$ cat src/hw/rtl/spwe_pkg.sv
// ----------------------------------------------------------------------------
// spwe_pkg
// Shared widths, codes and types for the SPI master pin word engine.
// ----------------------------------------------------------------------------
package spwe_pkg;

    localparam int PIN_W     = 32;
    localparam int DATA_W    = 32;
    localparam int CNT_W     = 6;
    localparam int CMD_W     = 2;
    localparam int MODE_W    = 4;
    localparam int CFG_IDX_W = 3;

    // Bits of the mode register.
    localparam int MODE_CPOL   = 0;
    localparam int MODE_CPHA   = 1;
    localparam int MODE_SEL_HI = 2;
    localparam int MODE_LSB    = 3;

    localparam logic KIND_PIN  = 1'b0;
    localparam logic KIND_DONE = 1'b1;

    typedef enum logic [2:0] {
        PH_IDLE,
        PH_CLKIDLE,
        PH_SELECT,
        PH_TOGGLE,
        PH_FINAL,
        PH_SETCS
    } phase_t;

    typedef enum logic [CMD_W-1:0] {
        CMD_START    = 2'd0,
        CMD_READBACK = 2'd1,
        CMD_SETCS    = 2'd2
    } cmd_t;

    typedef enum logic [CFG_IDX_W-1:0] {
        REG_MOSI_MASK   = 3'd0,
        REG_MISO_MASK   = 3'd1,
        REG_CLOCK_MASK  = 3'd2,
        REG_SELECT_MASK = 3'd3,
        REG_SPI_MODE    = 3'd4
    } cfg_reg_t;

    typedef struct packed {
        logic [PIN_W-1:0]  mosi_mask;
        logic [PIN_W-1:0]  miso_mask;
        logic [PIN_W-1:0]  clock_mask;
        logic [PIN_W-1:0]  select_mask;
        logic [MODE_W-1:0] spi_mode;
    } cfg_t;

    typedef struct packed {
        logic [CMD_W-1:0]  cmd;
        logic [PIN_W-1:0]  other_pins;
        logic [DATA_W-1:0] data_in;
        logic [CNT_W-1:0]  bit_count;
        logic              select_active;
        logic [PIN_W-1:0]  pins_in;
    } item_t;

    typedef struct packed {
        logic              valid;
        logic              kind;
        logic [PIN_W-1:0]  pin_word;
        logic [DATA_W-1:0] data_out;
    } result_t;

    // Reverses the low n bits of v; n never exceeds DATA_W.
    function automatic logic [DATA_W-1:0] reverse_low(input logic [DATA_W-1:0] v,
                                                      input logic [CNT_W-1:0]  n);
        logic [DATA_W-1:0] r;
        logic [CNT_W-1:0]  sh;
        for (int i = 0; i < DATA_W; i++) begin
            r[i] = v[DATA_W-1-i];
        end
        sh = CNT_W'(DATA_W) - n;
        return r >> sh;
    endfunction

endpackage

$ cat src/hw/rtl/spwe_cfg_regs.sv
// ----------------------------------------------------------------------------
// spwe_cfg_regs
// Configuration register file: pin masks and SPI mode.
// ----------------------------------------------------------------------------
module spwe_cfg_regs
    import spwe_pkg::*;
(
    input  logic                 aclk,
    input  logic                 aresetn,
    input  logic                 cfg_wr_en,
    input  logic [CFG_IDX_W-1:0] cfg_index,
    input  logic [PIN_W-1:0]     cfg_wr_data,
    output cfg_t                 cfg
);

    cfg_t cfg_reg;
    cfg_t cfg_next;

    always_comb begin
        cfg_next = cfg_reg;
        if (cfg_wr_en) begin
            case (cfg_index)
                REG_MOSI_MASK:   cfg_next.mosi_mask   = cfg_wr_data;
                REG_MISO_MASK:   cfg_next.miso_mask   = cfg_wr_data;
                REG_CLOCK_MASK:  cfg_next.clock_mask  = cfg_wr_data;
                REG_SELECT_MASK: cfg_next.select_mask = cfg_wr_data;
                REG_SPI_MODE:    cfg_next.spi_mode    = cfg_wr_data[MODE_W-1:0];
                default: begin
                end
            endcase
        end
    end

    always_ff @(posedge aclk) begin
        if (!aresetn) begin
            cfg_reg <= '0;
        end else begin
            cfg_reg <= cfg_next;
        end
    end

    assign cfg = cfg_reg;

endmodule

$ cat src/hw/rtl/spwe_step.sv
// ----------------------------------------------------------------------------
// spwe_step
// Sequencer state and the combinational step that applies one item to it.
// ----------------------------------------------------------------------------
module spwe_step
    import spwe_pkg::*;
(
    input  logic    aclk,
    input  logic    aresetn,
    input  logic    fire,
    input  item_t   item,
    input  cfg_t    cfg,
    output result_t res
);

    phase_t            phase_reg, phase_next;
    logic [PIN_W-1:0]  drive_word_reg, drive_word_next;
    logic [DATA_W-1:0] tx_bits_reg, tx_bits_next;
    logic [DATA_W-1:0] bit_mask_reg, bit_mask_next;
    logic [DATA_W-1:0] rx_bits_reg, rx_bits_next;
    logic [CNT_W-1:0]  bits_left_reg, bits_left_next;
    logic [CNT_W-1:0]  bit_total_reg, bit_total_next;
    logic              second_half_reg, second_half_next;

    logic              cpol, cpha, sel_hi, lsb_first;
    logic              tx_bit, miso_bit;
    logic [CNT_W-1:0]  n_sat;
    logic [CNT_W-1:0]  bits_dec;
    logic [PIN_W-1:0]  w;

    assign cpol      = cfg.spi_mode[MODE_CPOL];
    assign cpha      = cfg.spi_mode[MODE_CPHA];
    assign sel_hi    = cfg.spi_mode[MODE_SEL_HI];
    assign lsb_first = cfg.spi_mode[MODE_LSB];
    assign tx_bit    = |(tx_bits_reg & bit_mask_reg);
    assign miso_bit  = |(item.pins_in & cfg.miso_mask);
    assign n_sat     = (item.bit_count > CNT_W'(DATA_W)) ? CNT_W'(DATA_W) : item.bit_count;
    assign bits_dec  = bits_left_reg - CNT_W'(1);

    // Next phase.
    always_comb begin
        phase_next = phase_reg;
        case (item.cmd)
            CMD_START: phase_next = PH_CLKIDLE;
            CMD_SETCS: phase_next = PH_SETCS;
            CMD_READBACK: begin
                case (phase_reg)
                    PH_CLKIDLE: phase_next = PH_SELECT;
                    PH_SELECT:  phase_next = (bits_left_reg == '0) ? PH_FINAL : PH_TOGGLE;
                    PH_TOGGLE: begin
                        if (second_half_reg && bits_dec == '0) begin
                            phase_next = PH_FINAL;
                        end
                    end
                    PH_FINAL:   phase_next = PH_IDLE;
                    PH_SETCS:   phase_next = PH_IDLE;
                    default:    phase_next = phase_reg;
                endcase
            end
            default: phase_next = phase_reg;
        endcase
    end

    // Datapath and result.
    always_comb begin
        drive_word_next  = drive_word_reg;
        tx_bits_next     = tx_bits_reg;
        bit_mask_next    = bit_mask_reg;
        rx_bits_next     = rx_bits_reg;
        bits_left_next   = bits_left_reg;
        bit_total_next   = bit_total_reg;
        second_half_next = second_half_reg;
        w                = drive_word_reg;
        res              = '0;
        res.valid        = 1'b1;
        res.kind         = KIND_PIN;
        case (item.cmd)
            CMD_START: begin
                bit_total_next   = n_sat;
                bits_left_next   = n_sat;
                tx_bits_next     = lsb_first ? reverse_low(item.data_in, n_sat) : item.data_in;
                bit_mask_next    = (n_sat != '0) ? (DATA_W'(1) << (n_sat - CNT_W'(1))) : '0;
                rx_bits_next     = '0;
                second_half_next = 1'b0;
                drive_word_next  = cpol ? (item.other_pins | cfg.clock_mask)
                                        : (item.other_pins & ~cfg.clock_mask);
            end
            CMD_SETCS: begin
                drive_word_next = (item.select_active == sel_hi)
                                ? (item.other_pins | cfg.select_mask)
                                : (item.other_pins & ~cfg.select_mask);
                rx_bits_next    = '0;
            end
            CMD_READBACK: begin
                case (phase_reg)
                    PH_CLKIDLE: begin
                        w = sel_hi ? (drive_word_reg | cfg.select_mask)
                                   : (drive_word_reg & ~cfg.select_mask);
                        if (!cpha) begin
                            w = tx_bit ? (w | cfg.mosi_mask) : (w & ~cfg.mosi_mask);
                            bit_mask_next = bit_mask_reg >> 1;
                        end
                        drive_word_next = w;
                    end
                    PH_SELECT: begin
                        if (bits_left_reg != '0) begin
                            w = drive_word_reg ^ cfg.clock_mask;
                            if (cpha) begin
                                w = tx_bit ? (w | cfg.mosi_mask) : (w & ~cfg.mosi_mask);
                                bit_mask_next = bit_mask_reg >> 1;
                            end
                            drive_word_next  = w;
                            second_half_next = 1'b0;
                        end
                    end
                    PH_TOGGLE: begin
                        if (!second_half_reg) begin
                            w = drive_word_reg ^ cfg.clock_mask;
                            if (!cpha) begin
                                rx_bits_next  = {rx_bits_reg[DATA_W-2:0], miso_bit};
                                w = tx_bit ? (w | cfg.mosi_mask) : (w & ~cfg.mosi_mask);
                                bit_mask_next = bit_mask_reg >> 1;
                            end
                            drive_word_next  = w;
                            second_half_next = 1'b1;
                        end else begin
                            if (cpha) begin
                                rx_bits_next = {rx_bits_reg[DATA_W-2:0], miso_bit};
                            end
                            bits_left_next   = bits_dec;
                            second_half_next = 1'b0;
                            if (bits_dec != '0) begin
                                w = drive_word_reg ^ cfg.clock_mask;
                                if (cpha) begin
                                    w = tx_bit ? (w | cfg.mosi_mask) : (w & ~cfg.mosi_mask);
                                    bit_mask_next = bit_mask_reg >> 1;
                                end
                                drive_word_next = w;
                            end
                        end
                    end
                    PH_FINAL: begin
                        res.kind     = KIND_DONE;
                        res.data_out = lsb_first ? reverse_low(rx_bits_reg, bit_total_reg)
                                                 : rx_bits_reg;
                    end
                    PH_SETCS: begin
                        res.kind = KIND_DONE;
                    end
                    default: begin
                        res.valid = 1'b0;
                    end
                endcase
            end
            default: begin
                res.valid = 1'b0;
            end
        endcase
        res.pin_word = drive_word_next;
    end

    always_ff @(posedge aclk) begin
        if (!aresetn) begin
            phase_reg       <= PH_IDLE;
            drive_word_reg  <= '0;
            tx_bits_reg     <= '0;
            bit_mask_reg    <= '0;
            rx_bits_reg     <= '0;
            bits_left_reg   <= '0;
            bit_total_reg   <= '0;
            second_half_reg <= 1'b0;
        end else if (fire) begin
            phase_reg       <= phase_next;
            drive_word_reg  <= drive_word_next;
            tx_bits_reg     <= tx_bits_next;
            bit_mask_reg    <= bit_mask_next;
            rx_bits_reg     <= rx_bits_next;
            bits_left_reg   <= bits_left_next;
            bit_total_reg   <= bit_total_next;
            second_half_reg <= second_half_next;
        end
    end

    // Clock toggling only ever runs with bits still to go.
    a_toggle_has_bits: assert property (@(posedge aclk) disable iff (!aresetn)
        phase_reg == PH_TOGGLE |-> bits_left_reg != '0)
        else $error("toggle phase with no bits left");

    a_bits_bounded: assert property (@(posedge aclk) disable iff (!aresetn)
        bits_left_reg <= bit_total_reg && bit_total_reg <= CNT_W'(DATA_W))
        else $error("bit counters out of range");

    a_done_goes_idle: assert property (@(posedge aclk) disable iff (!aresetn)
        fire && res.valid && res.kind == KIND_DONE |=> phase_reg == PH_IDLE)
        else $error("finished result did not return to idle");

endmodule

$ cat src/hw/rtl/spi_master_pin_word_engine_top.sv
// ----------------------------------------------------------------------------
// spi_master_pin_word_engine_top
// SPI master that bit-bangs a 32-bit pin word through configurable pin masks.
// ----------------------------------------------------------------------------
// The engine takes one word per clock cycle unless m_ready stalls it. A word
// passes through an input register, then the step logic, then the result
// register, which holds its result, if any. A start word loads the
// transfer and returns the first pin word to drive (clock at its idle level);
// each following pin readback word returns the next pin word to drive, with
// the chip select asserted, then the clock toggles that shift each bit, and at last a
// "finished" result that carries the received bits right aligned. A set
// select word returns one pin word and its readback returns "finished". A
// readback while idle, and the unused command code, give no result. The rate
// is set by the step logic, which updates the sequencer state once per word;
// in practice the pin interface that answers each pin word sets the pace.
// Configuration registers are written through a plain write port and must
// only be changed while no operation is in progress.
// ----------------------------------------------------------------------------
module spi_master_pin_word_engine_top
    import spwe_pkg::*;
(
    input  logic                 aclk,
    input  logic                 aresetn,

    input  logic                 cfg_wr_en,
    input  logic [CFG_IDX_W-1:0] cfg_index,
    input  logic [PIN_W-1:0]     cfg_wr_data,

    input  logic                 s_valid,
    output logic                 s_ready,
    input  logic [CMD_W-1:0]     s_cmd,
    input  logic [PIN_W-1:0]     s_other_pins,
    input  logic [DATA_W-1:0]    s_data_in,
    input  logic [CNT_W-1:0]     s_bit_count,
    input  logic                 s_select_active,
    input  logic [PIN_W-1:0]     s_pins_in,

    output logic                 m_valid,
    input  logic                 m_ready,
    output logic                 m_kind,
    output logic [PIN_W-1:0]     m_pin_word,
    output logic [DATA_W-1:0]    m_data_out
);

    cfg_t    cfg;
    item_t   in_item_reg;
    logic    in_valid_reg, in_valid_next;
    result_t step_res;
    result_t out_reg;
    logic    out_valid_reg, out_valid_next;
    logic    advance;

    spwe_cfg_regs u_cfg (
        .aclk        (aclk),
        .aresetn     (aresetn),
        .cfg_wr_en   (cfg_wr_en),
        .cfg_index   (cfg_index),
        .cfg_wr_data (cfg_wr_data),
        .cfg         (cfg)
    );

    // A registered word moves into the step logic whenever the result
    // register is empty or is being emptied in this cycle.
    assign advance = in_valid_reg && (!out_valid_reg || m_ready);
    assign s_ready = !in_valid_reg || advance;

    always_comb begin
        in_valid_next = in_valid_reg;
        if (s_valid && s_ready) begin
            in_valid_next = 1'b1;
        end else if (advance) begin
            in_valid_next = 1'b0;
        end
    end

    always_comb begin
        out_valid_next = out_valid_reg && !m_ready;
        if (advance) begin
            out_valid_next = step_res.valid;
        end
    end

    spwe_step u_step (
        .aclk    (aclk),
        .aresetn (aresetn),
        .fire    (advance),
        .item    (in_item_reg),
        .cfg     (cfg),
        .res     (step_res)
    );

    always_ff @(posedge aclk) begin
        if (!aresetn) begin
            in_valid_reg  <= 1'b0;
            out_valid_reg <= 1'b0;
        end else begin
            in_valid_reg  <= in_valid_next;
            out_valid_reg <= out_valid_next;
        end
    end

    // Payload registers carry no reset.
    always_ff @(posedge aclk) begin
        if (s_valid && s_ready) begin
            in_item_reg.cmd           <= s_cmd;
            in_item_reg.other_pins    <= s_other_pins;
            in_item_reg.data_in       <= s_data_in;
            in_item_reg.bit_count     <= s_bit_count;
            in_item_reg.select_active <= s_select_active;
            in_item_reg.pins_in       <= s_pins_in;
        end
        if (advance && step_res.valid) begin
            out_reg <= step_res;
        end
    end

    assign m_valid    = out_valid_reg;
    assign m_kind     = out_reg.kind;
    assign m_pin_word = out_reg.pin_word;
    assign m_data_out = out_reg.data_out;

    // A word held behind a stalled result must not be lost or altered.
    a_hold_behind_stall: assert property (@(posedge aclk) disable iff (!aresetn)
        in_valid_reg && out_valid_reg && !m_ready |=> in_valid_reg && $stable(in_item_reg))
        else $error("input word lost while result stalled");

    // A word that produces a result always shows it in the next cycle.
    a_result_follows: assert property (@(posedge aclk) disable iff (!aresetn)
        advance && step_res.valid |=> out_valid_reg)
        else $error("result dropped");

    // Step fires only when the result register can take its output.
    a_no_overwrite: assert property (@(posedge aclk) disable iff (!aresetn)
        advance |-> !out_valid_reg || m_ready)
        else $error("result register overwritten");

endmodule
$ cat config.mk
export PLATFORM = sky130hd
export DESIGN_NAME = spi_master_pin_word_engine_top
export DESIGN_NICKNAME = d
export VERILOG_FILES = /design/src/hw/rtl/spwe_pkg.sv /design/src/hw/rtl/spwe_cfg_regs.sv /design/src/hw/rtl/spwe_step.sv /design/src/hw/rtl/spi_master_pin_word_engine_top.sv
export SDC_FILE = /design/constraint.sdc
export NUM_CORES = 1
export LEC_CHECK = 0
export BUFFER_PORTS_ARGS = -buffer_cell sky130_fd_sc_hd__buf_2
export CORE_ASPECT_RATIO = 1.1
export CORE_MARGIN = 2
export CORE_UTILIZATION = 45
export CTS_CLUSTER_DIAMETER = 30
export DETAILED_ROUTE_END_ITERATION = 7
export GPL_TIMING_DRIVEN = 0
export SETUP_SLACK_MARGIN = 0.15
export SYNTH_ARGS = -nofsm -noshare
export SYNTH_HDL_FRONTEND = slang
export SYNTH_SLANG_ARGS = --single-unit
$ cat constraint.sdc
create_clock -name aclk -period 8.4 [get_ports aclk]
set_input_delay 0.84 -clock aclk [delete_from_list [all_inputs] [get_ports aclk]]
set_output_delay 0.84 -clock aclk [all_outputs]
set_load 0.005 [all_outputs]
==> impl_metrics.csv <==
group,metric,value,unit
die,die_w,232,um
logic_synthesis,async_flop_share,0,%
worst_setup_path,path_cells,"buf_2 -> buf_2 -> buf_2 -> inv_2 -> ha_1 -> clkbuf_1 -> buf_1 -> mux2i_1 -> a21oi_1 -> mux2i_1 -> a21oi_1 -> a222oi_1 -> nor2_1",
cells_and_area,syn_to_final_growth,21.4,%
power_and_ir_drop,ir_drop,0.182,mV
logic_synthesis,ys_ff_latch,448,
timing,timing.final.hold_violations,0,
logic_synthesis,synth-adder-area-share,0.680,%
cells_and_area,fin_nets,3324,
worst_setup_path,crit_path_end_kind,"flip-flop",
power_and_ir_drop,p_seq_share,34.3,%
worst_setup_path,critPathMostFrequentCell,"buf_2",
die,io_pins,212,
clocking,cts_setup_buffers,0,
worst_setup_path,path_max_fanout,10,
timing,slew_headroom,20.7,%
grt,grt_max_degree,73,
logic_synthesis,yosys-top-cells-count,"nand2_1 (475), dfxtp_1 (278), a21oi_1 (253)",
logic_synthesis,synth_top_family_by_area,"compound AO/OA/AOI/OAI gates",
logic_synthesis,synth-edff-count,170,
logic_synthesis,synth-compound-area-share,26.4,%
worst_setup_path,worstPathArrival,4.72,ns
power_and_ir_drop,p_sw_share,26.5,%
logic_synthesis,synthSimpleGateAreaFrac,15.2,%
worst_setup_path,crit_required,8.76,ns
worst_setup_path,cp_slowest_stage_delay,0.58,ns
power_and_ir_drop,power_density,226,nW/um^2
placement,place_hpwl,74.5,mm
cells_and_area,largest_register_ffs,132,
timing,grt_setup_unrepaired,"false",
die,die_y,255,um
grt,grt_antenna_before_repair,3,
placement,routabilityCongestion,0.990,
timing,worst_slew_pin_slew,1.19,ns
routing,wl,103,mm
placement,io_buffers,211,
logic_synthesis,ys_seq_area_share,41.4,%
job,maxCapViolCount,0,
power_and_ir_drop,combPwrFrac,9.8,%
timing,min_period,4.36,ns
logic_synthesis,yosys.cell_types.count,74,
die,rows,91,
power_and_ir_drop,power_frac_clock,55.9,%
timing,timing.hold.ws,0.352,ns
grt,grt_pass1_vias,23900,
timing,finalMaxSlewViolations,0,
logic_synthesis,syn_inst,2846,
clocking,cts-root-buf,"clkbuf_16",
clocking,clock_path_buffers,3,
routing,antenna_left,0,
clocking,clkLatencyLatePin,0.66,ns
routing,drt_iter0_drc,3187,
worst_setup_path,path_class,"reg2reg",
placement,preCtsSetupSlack,4.10,ns
timing,fin_crit_sh,52.0,%
logic_synthesis,ys_top_cells_by_area,"dfxtp_1 (22%), edfxtp_1 (20%), nand2_1 (6.9%), a21oi_1 (4.9%), a21boi_0 (4.9%)",
logic_synthesis,synthMuxAreaShare,10.5,%
routing,via_count,25500,
routing,drc,0,
cells_and_area,fillCellCount,5138,
routing,drt_first_pass_iters,6,
die,die_area,59200,um^2
timing,max_freq,0.229,GHz
clocking,cts_resized,0,
worst_setup_path,worst_setup_path_start_kind,"flip-flop",
worst_setup_path,slowest_stage,"buf_1",
timing,finalWorstSetupSlack,4.04,ns
logic_synthesis,synth.most_common_cell,"nand2_1",
timing,setup_viol,0,
cells_and_area,drive_gt1_share,17.4,%
worst_hold_path,hold_class,"in2reg",
placement,dpl_cell_area,27800,um^2
cells_and_area,register_area,10700,um^2
run_status,outcome,"complete, no violations",
routing,wl_per_cell,25.7,um
clocking,cts_num_sinks,448,
logic_synthesis,synth_xor_area_share,1.42,%
grt,grt_pass1_wl,150,mm
die,start_util,45.7,%
logic_synthesis,syn_avg_cell_area,9.05,um^2
grt,grt_usage,33.8,%
timing,skew,0.0342,ns
worst_setup_path,critical-path-top-delay-family,"buffers and inverters",
clocking,cts_hold_buffers,0,
logic_synthesis,synth_area_leader_cell,"dfxtp_1",
grt,overflow,0,
cells_and_area,multiInputGateArea,14000,um^2
power_and_ir_drop,leakage,11.7,nW
clocking,cts_buffers,99,
power_and_ir_drop,p_int,5.19,mW
die,core,56400,um^2
clocking,cts_tree,"yes",
worst_setup_path,cp_num_buf_inv,6,
routing,via_per_inst,6.38,
clocking,cts_max_level,3,
clocking,clkSlewWorstSetupHoldPaths,0.05,ns
cells_and_area,final_cell_area,31300,um^2
logic_synthesis,synth_top_area_share,21.6,%
logic_synthesis,netlist_area,25700,um^2
logic_synthesis,yosys_warnings,0,
logic_synthesis,synth_top_flop_cell,"dfxtp_1",
power_and_ir_drop,switchingPower,1.87,mW
logic_synthesis,synth_nets,3005,
## power groups by stage
stage | combinational [mW] | clock [mW] | sequential (mW)
after CTS | 0.672 | 3.97 | 2.42
after detailed placement | 0.669 | 0 | 2.45
after global routing | 0.734 | 4.09 | 2.42
after global placement | 0.658 | 0 | 2.46
final | 0.691 | 3.95 | 2.42
after floorplan | 0.414 | 0 | 2.43
## cell type report
cell class                 count  area share [%]
sequential                   448            34.1
tap                          744            2.98
multi-input combinational   2124            44.7
timing repair buffer         218            3.68
clock buffer                 121            8.48
inverter                      23           0.276
buffer                       251            3.24
clock inverter                65            2.47
antenna                        2          0.0160
## layout by cell type, fill, tap and decap left out, types with 25 or more instances in the layout
cell       Yosys  routed
xor2_1        37      37
edfxtp_1     170     170
a21boi_0     167     167
nand2_1      475     475
a211oi_1      34      34
a221oi_1      47      47
nand2b_1      38      38
o31ai_1       93      93
clkbuf_16      0     101
a22oi_1       34      34
clkbuf_1     198     213
nor2b_1       79      79
dfxtp_1      278     278
buf_2         32     243
mux2i_1      117     117
mux2_2        40      40
a31o_2        31      31
o21ai_0      115     115
nor2_1       147     147
nand4_1       44      44
a21oi_1      253     253
nand3_1       47      47
mux4_2        48      48
a31oi_1       44      44
a311o_1       33      33
o211a_1       25      25
## metal layers
layer	up-vias	wire length, um	global-route usage [%]
met2	1565	45000	50.4
met4	2	3860	14.9
li1	11300	-	-
met1	12300	43200	46.8
met3	285	10700	7.53
met5	-	16	0
## kinds of logic (layout without fill, tap and decap cells)
kind of cell    Yosys count  after routing
other cells               0              2
flops                   448            448
buf+inv                 274            678
xor+xnor                 41             41
simple gates            880            880
compound gates          984            984
fa+ha+maj                14             14
mux                     205            205
## per-stage QoR
step	util, %	instances	setup TNS (ns)	power, mW
4_1_cts	55.5	3994	0	7.06
2_1_floorplan	-	2846	0	2.84
3_3_place_gp	49.2	3801	-86.17	3.12
3_5_place_dp	49.4	3808	0	3.12
6_report	55.5	3996	0	7.06
5_1_grt	55.5	3996	0	7.25
## worst paths after layout
check	startpoint	to	slack (ns)	cells past startpoint
worst max-delay path	u_step.bit_total_reg[0]	m_data_out[4]	4.04	13
worst min-delay path	s_other_pins[30]	in_item_reg[101]	0.35	1
worst max register to register	u_step.bit_total_reg[0]	m_data_out[4]	4.04	13
worst min register to register	u_cfg.cfg[96]	u_cfg.cfg[96]	0.47	2
Note: power is estimated with default switching activity, not from simulation.
